## src/hw/rtl/plane_grid_mesh_generator_top_defines.svh

```systemverilog
// assertion macros shared by the plane grid mesh generator rtl
`ifndef PLANE_GRID_MESH_GENERATOR_TOP_DEFINES_SVH
`define PLANE_GRID_MESH_GENERATOR_TOP_DEFINES_SVH

// same-cycle implication, sampled on clk, off during rst
`define PGM_ASSERT_IMPLY(label, ante, cons, msg) \
  label: assert property (@(posedge clk) disable iff (rst) (ante) |-> (cons)) \
    else $error(msg);

// next-cycle implication, sampled on clk, off during rst
`define PGM_ASSERT_NEXT(label, ante, cons, msg) \
  label: assert property (@(posedge clk) disable iff (rst) (ante) |=> (cons)) \
    else $error(msg);

`endif

```

## src/hw/rtl/pgm_pkg.sv

```systemverilog
// types, codes and constants of the plane grid mesh generator
package pgm_pkg;

  localparam int SEG_W   = 8;
  localparam int GRID_W  = SEG_W + 1;
  localparam int CFG_W   = 32;
  localparam int REG_IDX_W = 2;
  localparam int UV_W    = 17;
  localparam int IDX_W   = 16;
  localparam int KIND_W  = 2;

  // register indexes
  localparam logic [REG_IDX_W-1:0] REG_PLANE_WIDTH  = 2'd0;
  localparam logic [REG_IDX_W-1:0] REG_PLANE_HEIGHT = 2'd1;
  localparam logic [REG_IDX_W-1:0] REG_SEGMENTS_X   = 2'd2;
  localparam logic [REG_IDX_W-1:0] REG_SEGMENTS_Y   = 2'd3;

  // result kinds
  localparam logic [KIND_W-1:0] KIND_VERTEX   = 2'd0;
  localparam logic [KIND_W-1:0] KIND_TRIANGLE = 2'd1;
  localparam logic [KIND_W-1:0] KIND_DONE     = 2'd2;

  // divider step counts: full word, or a dividend below 2^25
  localparam int DIV_CNT_W = 6;
  localparam logic [DIV_CNT_W-1:0] DIV_LONG  = 6'd32;
  localparam logic [DIV_CNT_W-1:0] DIV_SHORT = 6'd25;
  localparam int DIV_SKIP = 32 - 25;

  localparam logic [UV_W-1:0] UV_ONE = 17'h10000;

  typedef struct packed {
    logic             start;
    logic             short_op;
    logic [CFG_W-1:0] num;
    logic [SEG_W-1:0] den;
  } div_req_t;

  typedef struct packed {
    logic             busy;
    logic             done;
    logic [CFG_W-1:0] quo;
  } div_rsp_t;

  typedef struct packed {
    logic [KIND_W-1:0] item_kind;
    logic [31:0]       pos_x;
    logic [31:0]       pos_y;
    logic [UV_W-1:0]   tex_u;
    logic [UV_W-1:0]   tex_v;
    logic [IDX_W-1:0]  corner_first;
    logic [IDX_W-1:0]  corner_second;
    logic [IDX_W-1:0]  corner_third;
    logic              mesh_last;
  } mesh_item_t;

endpackage

```

## src/hw/rtl/pgm_ctl_if.sv

```systemverilog
// request channel: restart or advance
interface pgm_ctl_if;
  logic valid;
  logic ready;
  logic restart;

  modport source (output valid, output restart, input ready);
  modport sink (input valid, input restart, output ready);
endinterface

```

## src/hw/rtl/pgm_mesh_if.sv

```systemverilog
// result channel: one vertex, triangle or done marker per transfer
interface pgm_mesh_if;
  import pgm_pkg::*;

  logic                     valid;
  logic                     ready;
  logic [KIND_W-1:0]        item_kind;
  logic signed [31:0]       pos_x;
  logic signed [31:0]       pos_y;
  logic [UV_W-1:0]          tex_u;
  logic [UV_W-1:0]          tex_v;
  logic [IDX_W-1:0]         corner_first;
  logic [IDX_W-1:0]         corner_second;
  logic [IDX_W-1:0]         corner_third;
  logic                     mesh_last;

  modport source (output valid, output item_kind, output pos_x, output pos_y,
                  output tex_u, output tex_v, output corner_first,
                  output corner_second, output corner_third, output mesh_last,
                  input ready);
  modport sink (input valid, input item_kind, input pos_x, input pos_y,
                input tex_u, input tex_v, input corner_first,
                input corner_second, input corner_third, input mesh_last,
                output ready);
endinterface

```

## src/hw/rtl/pgm_div.sv

```systemverilog
// bit-serial restoring divider, 32-bit dividend by 8-bit divisor
`include "plane_grid_mesh_generator_top_defines.svh"

module pgm_div (
  input  logic              clk,
  input  logic              rst,
  input  pgm_pkg::div_req_t req,
  output pgm_pkg::div_rsp_t rsp
);
  import pgm_pkg::*;

  logic                 busy;
  logic                 done;
  logic [DIV_CNT_W-1:0] cnt;
  logic [CFG_W-1:0]     num_sh;
  logic [CFG_W-1:0]     quo;
  logic [SEG_W-1:0]     rem;
  logic [SEG_W-1:0]     den;
  logic [SEG_W:0]       trial;
  logic                 fits;

  assign trial = {rem, num_sh[CFG_W-1]};
  assign fits  = trial >= {1'b0, den};

  always_ff @(posedge clk) begin
    if (rst) begin
      busy <= 1'b0;
      done <= 1'b0;
    end else begin
      done <= 1'b0;
      if (req.start) begin
        busy   <= 1'b1;
        // short dividends skip their leading zero bits
        num_sh <= req.short_op ? (req.num << DIV_SKIP) : req.num;
        cnt    <= req.short_op ? DIV_SHORT : DIV_LONG;
        rem    <= '0;
        quo    <= '0;
        den    <= req.den;
      end else if (busy) begin
        rem    <= fits ? SEG_W'(trial - {1'b0, den}) : trial[SEG_W-1:0];
        quo    <= {quo[CFG_W-2:0], fits};
        num_sh <= num_sh << 1;
        cnt    <= cnt - 1'b1;
        if (cnt == DIV_CNT_W'(1)) begin
          busy <= 1'b0;
          done <= 1'b1;
        end
      end
    end
  end

  assign rsp.busy = busy;
  assign rsp.done = done;
  assign rsp.quo  = quo;

  `PGM_ASSERT_IMPLY(a_rem_below_den, busy, rem < den, "partial remainder not below divisor")
  `PGM_ASSERT_IMPLY(a_no_start_busy, req.start, !busy, "divide started while busy")
  `PGM_ASSERT_NEXT(a_start_runs, req.start, busy && !done, "divide did not start")

endmodule

```

## src/hw/rtl/plane_grid_mesh_generator_top.sv

```systemverilog
// Plane grid mesh generator. Each transfer on ctl (restart=1 restarts at the
// first vertex, restart=0 advances) yields exactly one transfer on mesh: first
// the (sx+1)*(sy+1) vertices in row-major order with Q16.16 position and Q1.16
// texture coordinates, then two triangles per cell, then a done marker until
// restart. Segment counts of zero act as one. All divisions run on one shared
// bit-serial divider: a vertex needs two 25-step divides for u and v, and the
// first vertex after any register write first recomputes the segment sizes
// with two 32-step divides. Triangles and done markers use no divide. A
// finished result sits in an output register, so a new request is taken while
// it waits. Registers may be written only while the block is idle.
`include "plane_grid_mesh_generator_top_defines.svh"

module plane_grid_mesh_generator_top (
  input  logic                            clk,
  input  logic                            rst,
  input  logic                            wr_en,
  input  logic [pgm_pkg::REG_IDX_W-1:0]   wr_index,
  input  logic [pgm_pkg::CFG_W-1:0]       wr_data,
  pgm_ctl_if.sink                         ctl,
  pgm_mesh_if.source                      mesh
);
  import pgm_pkg::*;

  typedef enum logic [2:0] {
    S_IDLE, S_SEGW, S_SEGH, S_DIVU, S_DIVV, S_FIN
  } state_t;

  typedef enum logic [1:0] {
    PH_VERT, PH_TRI, PH_DONE
  } phase_t;

  // configuration
  logic [CFG_W-1:0] plane_width;
  logic [CFG_W-1:0] plane_height;
  logic [SEG_W-1:0] segments_x;
  logic [SEG_W-1:0] segments_y;
  logic             dirty;

  // sequencer and walk state
  state_t            state;
  logic [1:0]        phase;
  logic [GRID_W-1:0] column;
  logic [GRID_W-1:0] row;
  logic              second_half;
  logic [GRID_W-1:0] wcol;
  logic [GRID_W-1:0] wrow;
  logic [CFG_W-1:0]  segw;
  logic [CFG_W-1:0]  segh;
  mesh_item_t        res;
  mesh_item_t        out_reg;
  logic              out_valid;

  div_req_t div_req;
  div_rsp_t div_rsp;

  pgm_div u_div (
    .clk (clk),
    .rst (rst),
    .req (div_req),
    .rsp (div_rsp)
  );

  // grid extents and request normalization
  logic [SEG_W-1:0]  gx;
  logic [SEG_W-1:0]  gy;
  logic [GRID_W-1:0] gx9;
  logic [GRID_W-1:0] gy9;
  logic [GRID_W-1:0] gx1;
  logic [1:0]        ph_a;
  logic [GRID_W-1:0] col_a;
  logic [GRID_W-1:0] row_a;
  logic              sh_a;
  logic [1:0]        ph_b;
  logic [GRID_W-1:0] col_b;
  logic [GRID_W-1:0] row_b;
  logic              sh_b;
  logic [1:0]        ph_c;
  logic [17:0]       a_full;
  logic [17:0]       b_full;
  logic [IDX_W-1:0]  ca;
  logic [IDX_W-1:0]  cb;
  logic              col_end;
  logic              row_end;
  logic              last_cell;
  logic [40:0]       px_prod;
  logic [40:0]       py_prod;
  logic              accept;

  always_comb begin
    gx  = (segments_x == '0) ? SEG_W'(1) : segments_x;
    gy  = (segments_y == '0) ? SEG_W'(1) : segments_y;
    gx9 = {1'b0, gx};
    gy9 = {1'b0, gy};
    gx1 = gx9 + GRID_W'(1);

    ph_a  = ctl.restart ? PH_VERT : phase;
    col_a = ctl.restart ? '0 : column;
    row_a = ctl.restart ? '0 : row;
    sh_a  = ctl.restart ? 1'b0 : second_half;

    // vertex walk past a shrunk grid falls through to triangles
    if (ph_a == PH_VERT && (col_a > gx9 || row_a > gy9)) begin
      ph_b  = PH_TRI;
      col_b = '0;
      row_b = '0;
      sh_b  = 1'b0;
    end else begin
      ph_b  = ph_a;
      col_b = col_a;
      row_b = row_a;
      sh_b  = sh_a;
    end
    ph_c = (ph_b == PH_TRI && (col_b >= gx9 || row_b >= gy9)) ? PH_DONE : ph_b;

    a_full    = 18'(col_b) + 18'(gx1) * 18'(row_b);
    b_full    = a_full + 18'(gx1);
    ca        = a_full[IDX_W-1:0];
    cb        = b_full[IDX_W-1:0];
    col_end   = (10'(col_b) + 10'd1) >= 10'(gx);
    row_end   = (10'(row_b) + 10'd1) >= 10'(gy);
    last_cell = col_end && row_end;

    px_prod = 41'(wcol) * 41'(segw);
    py_prod = 41'(wrow) * 41'(segh);
  end

  assign ctl.ready = (state == S_IDLE) && !rst;
  assign accept    = ctl.valid && ctl.ready;

  always_ff @(posedge clk) begin
    if (rst) begin
      plane_width   <= 32'h0001_0000;
      plane_height  <= 32'h0001_0000;
      segments_x    <= SEG_W'(1);
      segments_y    <= SEG_W'(1);
      dirty         <= 1'b1;
      state         <= S_IDLE;
      phase         <= PH_VERT;
      column        <= '0;
      row           <= '0;
      second_half   <= 1'b0;
      out_valid     <= 1'b0;
      div_req.start <= 1'b0;
    end else begin
      div_req.start <= 1'b0;

      if (wr_en) begin
        dirty <= 1'b1;
        unique case (wr_index)
          REG_PLANE_WIDTH:  plane_width  <= wr_data;
          REG_PLANE_HEIGHT: plane_height <= wr_data;
          REG_SEGMENTS_X:   segments_x   <= wr_data[SEG_W-1:0];
          REG_SEGMENTS_Y:   segments_y   <= wr_data[SEG_W-1:0];
        endcase
      end

      if (mesh.valid && mesh.ready) begin
        out_valid <= 1'b0;
      end

      unique case (state)
        S_IDLE: begin
          if (accept) begin
            res <= '0;
            case (ph_c)
              PH_VERT: begin
                res.item_kind <= KIND_VERTEX;
                wcol          <= col_b;
                wrow          <= row_b;
                second_half   <= sh_b;
                if (col_b >= gx9) begin
                  column <= '0;
                  if (row_b >= gy9) begin
                    phase       <= PH_TRI;
                    row         <= '0;
                    second_half <= 1'b0;
                  end else begin
                    phase <= PH_VERT;
                    row   <= row_b + GRID_W'(1);
                  end
                end else begin
                  phase  <= PH_VERT;
                  column <= col_b + GRID_W'(1);
                  row    <= row_b;
                end
                div_req.start <= 1'b1;
                if (dirty) begin
                  div_req.short_op <= 1'b0;
                  div_req.num      <= plane_width;
                  div_req.den      <= gx;
                  state            <= S_SEGW;
                end else begin
                  div_req.short_op <= 1'b1;
                  div_req.num      <= {7'b0, col_b, 16'b0};
                  div_req.den      <= gx;
                  state            <= S_DIVU;
                end
              end
              PH_TRI: begin
                res.item_kind <= KIND_TRIANGLE;
                column        <= col_b;
                row           <= row_b;
                phase         <= PH_TRI;
                if (!sh_b) begin
                  res.corner_first  <= ca;
                  res.corner_second <= cb;
                  res.corner_third  <= ca + IDX_W'(1);
                  second_half       <= 1'b1;
                end else begin
                  res.corner_first  <= cb;
                  res.corner_second <= cb + IDX_W'(1);
                  res.corner_third  <= ca + IDX_W'(1);
                  second_half       <= 1'b0;
                  if (last_cell) begin
                    res.mesh_last <= 1'b1;
                    phase         <= PH_DONE;
                  end else if (col_end) begin
                    column <= '0;
                    row    <= row_b + GRID_W'(1);
                  end else begin
                    column <= col_b + GRID_W'(1);
                  end
                end
                state <= S_FIN;
              end
              default: begin
                res.item_kind <= KIND_DONE;
                phase         <= PH_DONE;
                column        <= col_b;
                row           <= row_b;
                second_half   <= sh_b;
                state         <= S_FIN;
              end
            endcase
          end
        end
        S_SEGW: begin
          if (div_rsp.done) begin
            segw             <= div_rsp.quo;
            div_req.start    <= 1'b1;
            div_req.short_op <= 1'b0;
            div_req.num      <= plane_height;
            div_req.den      <= gy;
            state            <= S_SEGH;
          end
        end
        S_SEGH: begin
          if (div_rsp.done) begin
            segh             <= div_rsp.quo;
            dirty            <= 1'b0;
            div_req.start    <= 1'b1;
            div_req.short_op <= 1'b1;
            div_req.num      <= {7'b0, wcol, 16'b0};
            div_req.den      <= gx;
            state            <= S_DIVU;
          end
        end
        S_DIVU: begin
          if (div_rsp.done) begin
            res.tex_u        <= div_rsp.quo[UV_W-1:0];
            div_req.start    <= 1'b1;
            div_req.short_op <= 1'b1;
            div_req.num      <= {7'b0, wrow, 16'b0};
            div_req.den      <= gy;
            state            <= S_DIVV;
          end
        end
        S_DIVV: begin
          if (div_rsp.done) begin
            res.tex_v <= UV_ONE - div_rsp.quo[UV_W-1:0];
            res.pos_x <= px_prod[31:0] - {1'b0, plane_width[31:1]};
            res.pos_y <= {1'b0, plane_height[31:1]} - py_prod[31:0];
            state     <= S_FIN;
          end
        end
        S_FIN: begin
          // wait until the output register is free or being drained
          if (!out_valid || mesh.ready) begin
            out_reg   <= res;
            out_valid <= 1'b1;
            state     <= S_IDLE;
          end
        end
        default: state <= S_IDLE;
      endcase
    end
  end

  assign mesh.valid         = out_valid;
  assign mesh.item_kind     = out_reg.item_kind;
  assign mesh.pos_x         = out_reg.pos_x;
  assign mesh.pos_y         = out_reg.pos_y;
  assign mesh.tex_u         = out_reg.tex_u;
  assign mesh.tex_v         = out_reg.tex_v;
  assign mesh.corner_first  = out_reg.corner_first;
  assign mesh.corner_second = out_reg.corner_second;
  assign mesh.corner_third  = out_reg.corner_third;
  assign mesh.mesh_last     = out_reg.mesh_last;

  `PGM_ASSERT_IMPLY(a_vertex_not_last, mesh.valid && mesh.item_kind == KIND_VERTEX, !mesh.mesh_last, "vertex flagged as last")
  `PGM_ASSERT_NEXT(a_fin_loads, state == S_FIN && !out_valid, out_valid && state == S_IDLE, "result not loaded")
  `PGM_ASSERT_IMPLY(a_idle_div_free, ctl.ready, !div_rsp.busy, "divider busy while taking requests")

endmodule
```

## src/flat_wrapper.sv

```systemverilog
// flat-port wrapper written by rule: the top's interface ports become plain ports
module plane_grid_mesh_generator_top_flat import pgm_pkg::*;
  (clk, rst, wr_en, wr_index, wr_data, ctl_valid, ctl_restart, ctl_ready, mesh_valid, mesh_item_kind, mesh_pos_x, mesh_pos_y, mesh_tex_u, mesh_tex_v, mesh_corner_first, mesh_corner_second, mesh_corner_third, mesh_mesh_last, mesh_ready);
  pgm_ctl_if ctl_i ();
  pgm_mesh_if mesh_i ();
  input  logic clk;
  input  logic rst;
  input  logic wr_en;
  input  logic [pgm_pkg::REG_IDX_W-1:0] wr_index;
  input  logic [pgm_pkg::CFG_W-1:0] wr_data;
  input wire logic [$bits(ctl_i.valid)-1:0] ctl_valid;
  input wire logic [$bits(ctl_i.restart)-1:0] ctl_restart;
  output wire logic [$bits(ctl_i.ready)-1:0] ctl_ready;
  output wire logic [$bits(mesh_i.valid)-1:0] mesh_valid;
  output wire logic [$bits(mesh_i.item_kind)-1:0] mesh_item_kind;
  output wire logic [$bits(mesh_i.pos_x)-1:0] mesh_pos_x;
  output wire logic [$bits(mesh_i.pos_y)-1:0] mesh_pos_y;
  output wire logic [$bits(mesh_i.tex_u)-1:0] mesh_tex_u;
  output wire logic [$bits(mesh_i.tex_v)-1:0] mesh_tex_v;
  output wire logic [$bits(mesh_i.corner_first)-1:0] mesh_corner_first;
  output wire logic [$bits(mesh_i.corner_second)-1:0] mesh_corner_second;
  output wire logic [$bits(mesh_i.corner_third)-1:0] mesh_corner_third;
  output wire logic [$bits(mesh_i.mesh_last)-1:0] mesh_mesh_last;
  input wire logic [$bits(mesh_i.ready)-1:0] mesh_ready;
  assign ctl_i.valid = ctl_valid;
  assign ctl_i.restart = ctl_restart;
  assign ctl_ready = ctl_i.ready;
  assign mesh_valid = mesh_i.valid;
  assign mesh_item_kind = mesh_i.item_kind;
  assign mesh_pos_x = mesh_i.pos_x;
  assign mesh_pos_y = mesh_i.pos_y;
  assign mesh_tex_u = mesh_i.tex_u;
  assign mesh_tex_v = mesh_i.tex_v;
  assign mesh_corner_first = mesh_i.corner_first;
  assign mesh_corner_second = mesh_i.corner_second;
  assign mesh_corner_third = mesh_i.corner_third;
  assign mesh_mesh_last = mesh_i.mesh_last;
  assign mesh_i.ready = mesh_ready;
  plane_grid_mesh_generator_top u_core (.clk(clk), .rst(rst), .wr_en(wr_en), .wr_index(wr_index), .wr_data(wr_data), .ctl(ctl_i), .mesh(mesh_i));
endmodule
```

## config.mk

```make
export PLATFORM = sky130hd
export DESIGN_NAME = plane_grid_mesh_generator_top_flat
export DESIGN_NICKNAME = d
export VERILOG_FILES = /design/src/hw/rtl/pgm_pkg.sv /design/src/hw/rtl/pgm_ctl_if.sv /design/src/hw/rtl/pgm_mesh_if.sv /design/src/hw/rtl/pgm_div.sv /design/src/hw/rtl/plane_grid_mesh_generator_top.sv /design/src/flat_wrapper.sv
export VERILOG_INCLUDE_DIRS = /design/src /design/src/hw/rtl
export SDC_FILE = /design/constraint.sdc
export NUM_CORES = 2
export LEC_CHECK = 0
export ABC_AREA = 1
export ABC_CLOCK_PERIOD_IN_PS = 12900
export BUFFER_PORTS_ARGS = -buffer_cell sky130_fd_sc_hd__buf_2
export CAP_MARGIN = 0
export CORE_MARGIN = 2
export CORE_UTILIZATION = 40
export CTS_CLUSTER_SIZE = 24
export DETAILED_ROUTE_END_ITERATION = 6
export HOLD_SLACK_MARGIN = 0.1
export PLACE_DENSITY_LB_ADDON = 0.12
export REMOVE_ABC_BUFFERS = 1
export SLEW_MARGIN = 20
export SYNTH_ARGS = -nofsm -noshare
export SYNTH_HDL_FRONTEND = slang
export SYNTH_SLANG_ARGS = --single-unit
```

## constraint.sdc

```tcl
create_clock -name clk -period 12.9 [get_ports clk]
set_input_delay 1.29 -clock clk [delete_from_list [all_inputs] [get_ports clk]]
set_output_delay 1.29 -clock clk [all_outputs]
set_load 0.02 [all_outputs]
```

==> key figures <==
Run status
  • Status: complete, no violations

Placed design
  • Placed cell area: 47100 sq um
  • Final Wtd Congestion: 0.8983
  • # port buffers: 190
  • DPL Wire Length: 98940 microns

STA
  • Setup_tns: 0 ns
  • RSZ-0062 raised after global routing: no
  • Setup Skew: 0.03038 ns
  • FMAX: 105.9 MHz
  • Worst-Margin Slew: 1.134 ns
  • Final setup vio count: 0
  • Max_slew headroom: 24.40%
  • Clock period minus worst slack: 9.445 ns
  • Hold Violations, Final: 0
  • Tcrit/Tclk final: 73.21%
  • Final Slew Violations: 0

Critical path
  • Crit path top cell by count: nand2_1
  • Worst-case reg-to-reg path depth: 45
  • Critical path peak fanout: 25
  • Max incr delay on CP: 0.61 ns
  • Cell family with most CP delay: adder cells
  • Crit start category: register
  • Reg2reg end: u_core.res[32]
  • Setup slack, reg-to-reg: 3.46 ns
  • Crit path buf inv count: 10
  • Worst Path Arrival: 9.82 ns
  • Worst reg2reg startpoint: u_core.segments_x[7]
  • Element type at the critical path end: register
  • Req. time, crit path: 13.27 ns
  • Crit-path slowest cell: clkinv_1
  • Critical path class: register to register

Global routing
  • Initial antenna violation count: 3
  • Pin count of the biggest net entering global routing: 94
  • Grt ovf: 0
  • Tot GR Track Use: 23.16%
  • First-pass GRT wire length: 198800 microns
  • Vias in the first global route: 32.72k

Route
  • # DRC: 0
  • WL/cell: 20.26 microns
  • Via count: 32.35k
  • Initial drt markers: 2500
  • Routed Antenna Nets: 0
  • Vias per cell: 5.053
  • DRT Pass-1 Iters: 6
  • Final WL: 129700 microns

Layout
  • Layout cells sized above 1: 8.810%
  • Fin area: 49590 sq um
  • Final-layout fill cell count: 10.76k
  • Final Net Count: 5574
  • N_diodes: 0
  • Synth-to-Final Area Change: 11.23%

Logic synthesis
  • Share of synthesized registers carrying an async set or reset: 0%
  • Number of enable flip-flop cells after synthesis: 507
  • Post-Syn Area per Cell: 9.433 sq um
  • Synth Flop Type: edfxtp_1
  • Gate Count Post-Synth: 4726
  • Yosys reg bits: 616
  • Seq/Total Area, Yosys: 39.05%
  • Synth Cell Area: 44580 sq um
  • Yosys cell types: 58
  • Warnings from Yosys: 0

Flow run
  • Total of max-cap violations: 0

Floorplanning
  • IO Count: 191
  • DIE HEIGHT: 337.8 microns
  • Chip Width: 337.8 microns
  • Cell Rows: 122
  • Core area: 110700 sq um
  • Starting Density: 40.28%
  • Die area: 114100 sq um

Clock tree
  • Root Buffer: clkbuf_16
  • Num CTS Buffers: 73
  • Clk sinks: 616
  • Worst-path clk slew: 0.07 ns
  • Clock Path Buffers: 3
  • Number of H-tree levels: 3
  • Cts-stage hold buffer count: 0
  • Cts repair resizes: 0
  • Clk Latency, worst-skew pair: 0.66 ns
  • Setup Buffers After CTS: 0
  • CTS tree: done

Hold path
  • Min-Delay Path Depth: 0
  • Sink of the worst hold path: u_core.mesh.corner_second[5]
  • Hold Crit Start: u_core.res[22]
  • Hold Crit Class: register to register

Power
  • P_leak: 23.08 nW
  • Max rail drop VDD: 262.6 uV
  • Power Dens Cells: 278.9 nW/um^2
==> per-stage QoR <==
step	total power [mW]	instances	util (%)	hold WS, ns	setup slack, ns
after floorplan	9.097	4540	-	0.4003	0.5003
after global routing	15.17	6403	44.81	0.4192	2.708
after CTS	13.89	6403	44.81	0.4105	3.482
after detailed placement	11.66	6268	42.56	0.4045	3.314
final	13.83	6403	44.81	0.4113	3.455
after global placement	11.62	6268	42.56	0.4006	3.357
==> synthesized netlist by cell type (24+ instances only) <==
cell / instances / area share, %
nand2_1: 955 / 8.0
inv_1: 933 / 7.9
edfxtp_1: 507 / 34
fa_1: 469 / 21
nor2_1: 396 / 3.3
a21oi_1: 233 / 2.6
o21ai_0: 213 / 2.4
ha_1: 210 / 5.9
clkbuf_1: 160 / 1.3
dfxtp_1: 109 / 4.9
nand3_1: 91 / 1.0
xor2_1: 55 / 1.1
nor3_1: 32 / 0.36
xnor2_1: 28 / 0.55
nand4_1: 26 / 0.36
o211ai_1: 24 / 0.40
o22ai_1: 24 / 0.34
==> layout make-up <==
type                    instances  area [sq um]  share of cell area (%)
well taps                    1488          1862                   3.755
flip-flops and latches        616         17410                   35.10
inverters                     958          3605                   7.270
clock buffers                  94          2032                   4.098
repair buffers                240          1326                   2.675
clock inverters                41         457.9                  0.9235
multi-input cells            2966         22900                   46.18
==> flip-flops by register name (all words and copies together) (netlist names), 17 cells and up <==
name / cells
u_core.div_req: 42
u_core.mesh.pos_x: 32
u_core.mesh.pos_y: 32
u_core.mesh.tex_u: 17
u_core.mesh.tex_v: 17
u_core.plane_height: 32
u_core.plane_width: 32
u_core.res: 149
u_core.segh: 32
u_core.segw: 32
u_core.u_div.num_sh: 32
u_core.u_div.quo: 32
==> power by group <==
group | leakage, nW | total, mW | switching (mW) | internal [mW]
Sequential | 5.56 | 2.61 | 0.108 | 2.50
Clock | 1.19 | 2.16 | 0.893 | 1.27
Combinational | 16.3 | 9.06 | 5.94 | 3.12
Total | 23.1 | 13.8 | 6.94 | 6.89
==> worst max path at each step <==
stage / endpoint / slack, ns / startpoint / cells past startpoint
floorplan: u_core.mesh.corner_first[0] / 0.50 / rst / 1
global placement: u_core.res[32] / 3.36 / ctl_restart / 47
detailed placement: u_core.res[32] / 3.31 / ctl_restart / 47
CTS: u_core.res[32] / 3.48 / u_core.segments_x[6] / 45
global route: u_core.res[32] / 2.71 / u_core.segments_x[6] / 47
finish: u_core.res[32] / 3.46 / u_core.segments_x[7] / 45
==> placed cells by master (no fill, tap or decap), types with 50 or more instances in the layout <==
cell type,n
nand2_1,955
fa_1,469
nor2_1,392
buf_4,50
nand3_1,91
a21oi_1,232
buf_2,190
edfxtp_1,507
clkbuf_16,78
dfxtp_1,109
xor2_1,55
inv_1,932
o21ai_0,212
ha_1,210
==> logic make-up (layout without fill, tap and decap cells) <==
group / after synthesis / in the layout / share of synthesized area, %
flops: 616 / 616 / 39.05
xor+xnor: 85 / 85 / 1.704
simple gates: 1570 / 1570 / 14.38
buf+inv: 1144 / 1333 / 9.753
fa+ha+maj: 679 / 679 / 26.96
compound gates: 632 / 632 / 8.165
==> per-layer routing <==
metal	routed length, microns	GRT usage [%]	up-vias
met4	3495	6.449	2
met5	13	0	-
met1	57290	31.95	16080
met2	61750	38.30	903
met3	7179	3.101	164
li1	-	-	15205
Power figures use the tool's default switching activity.
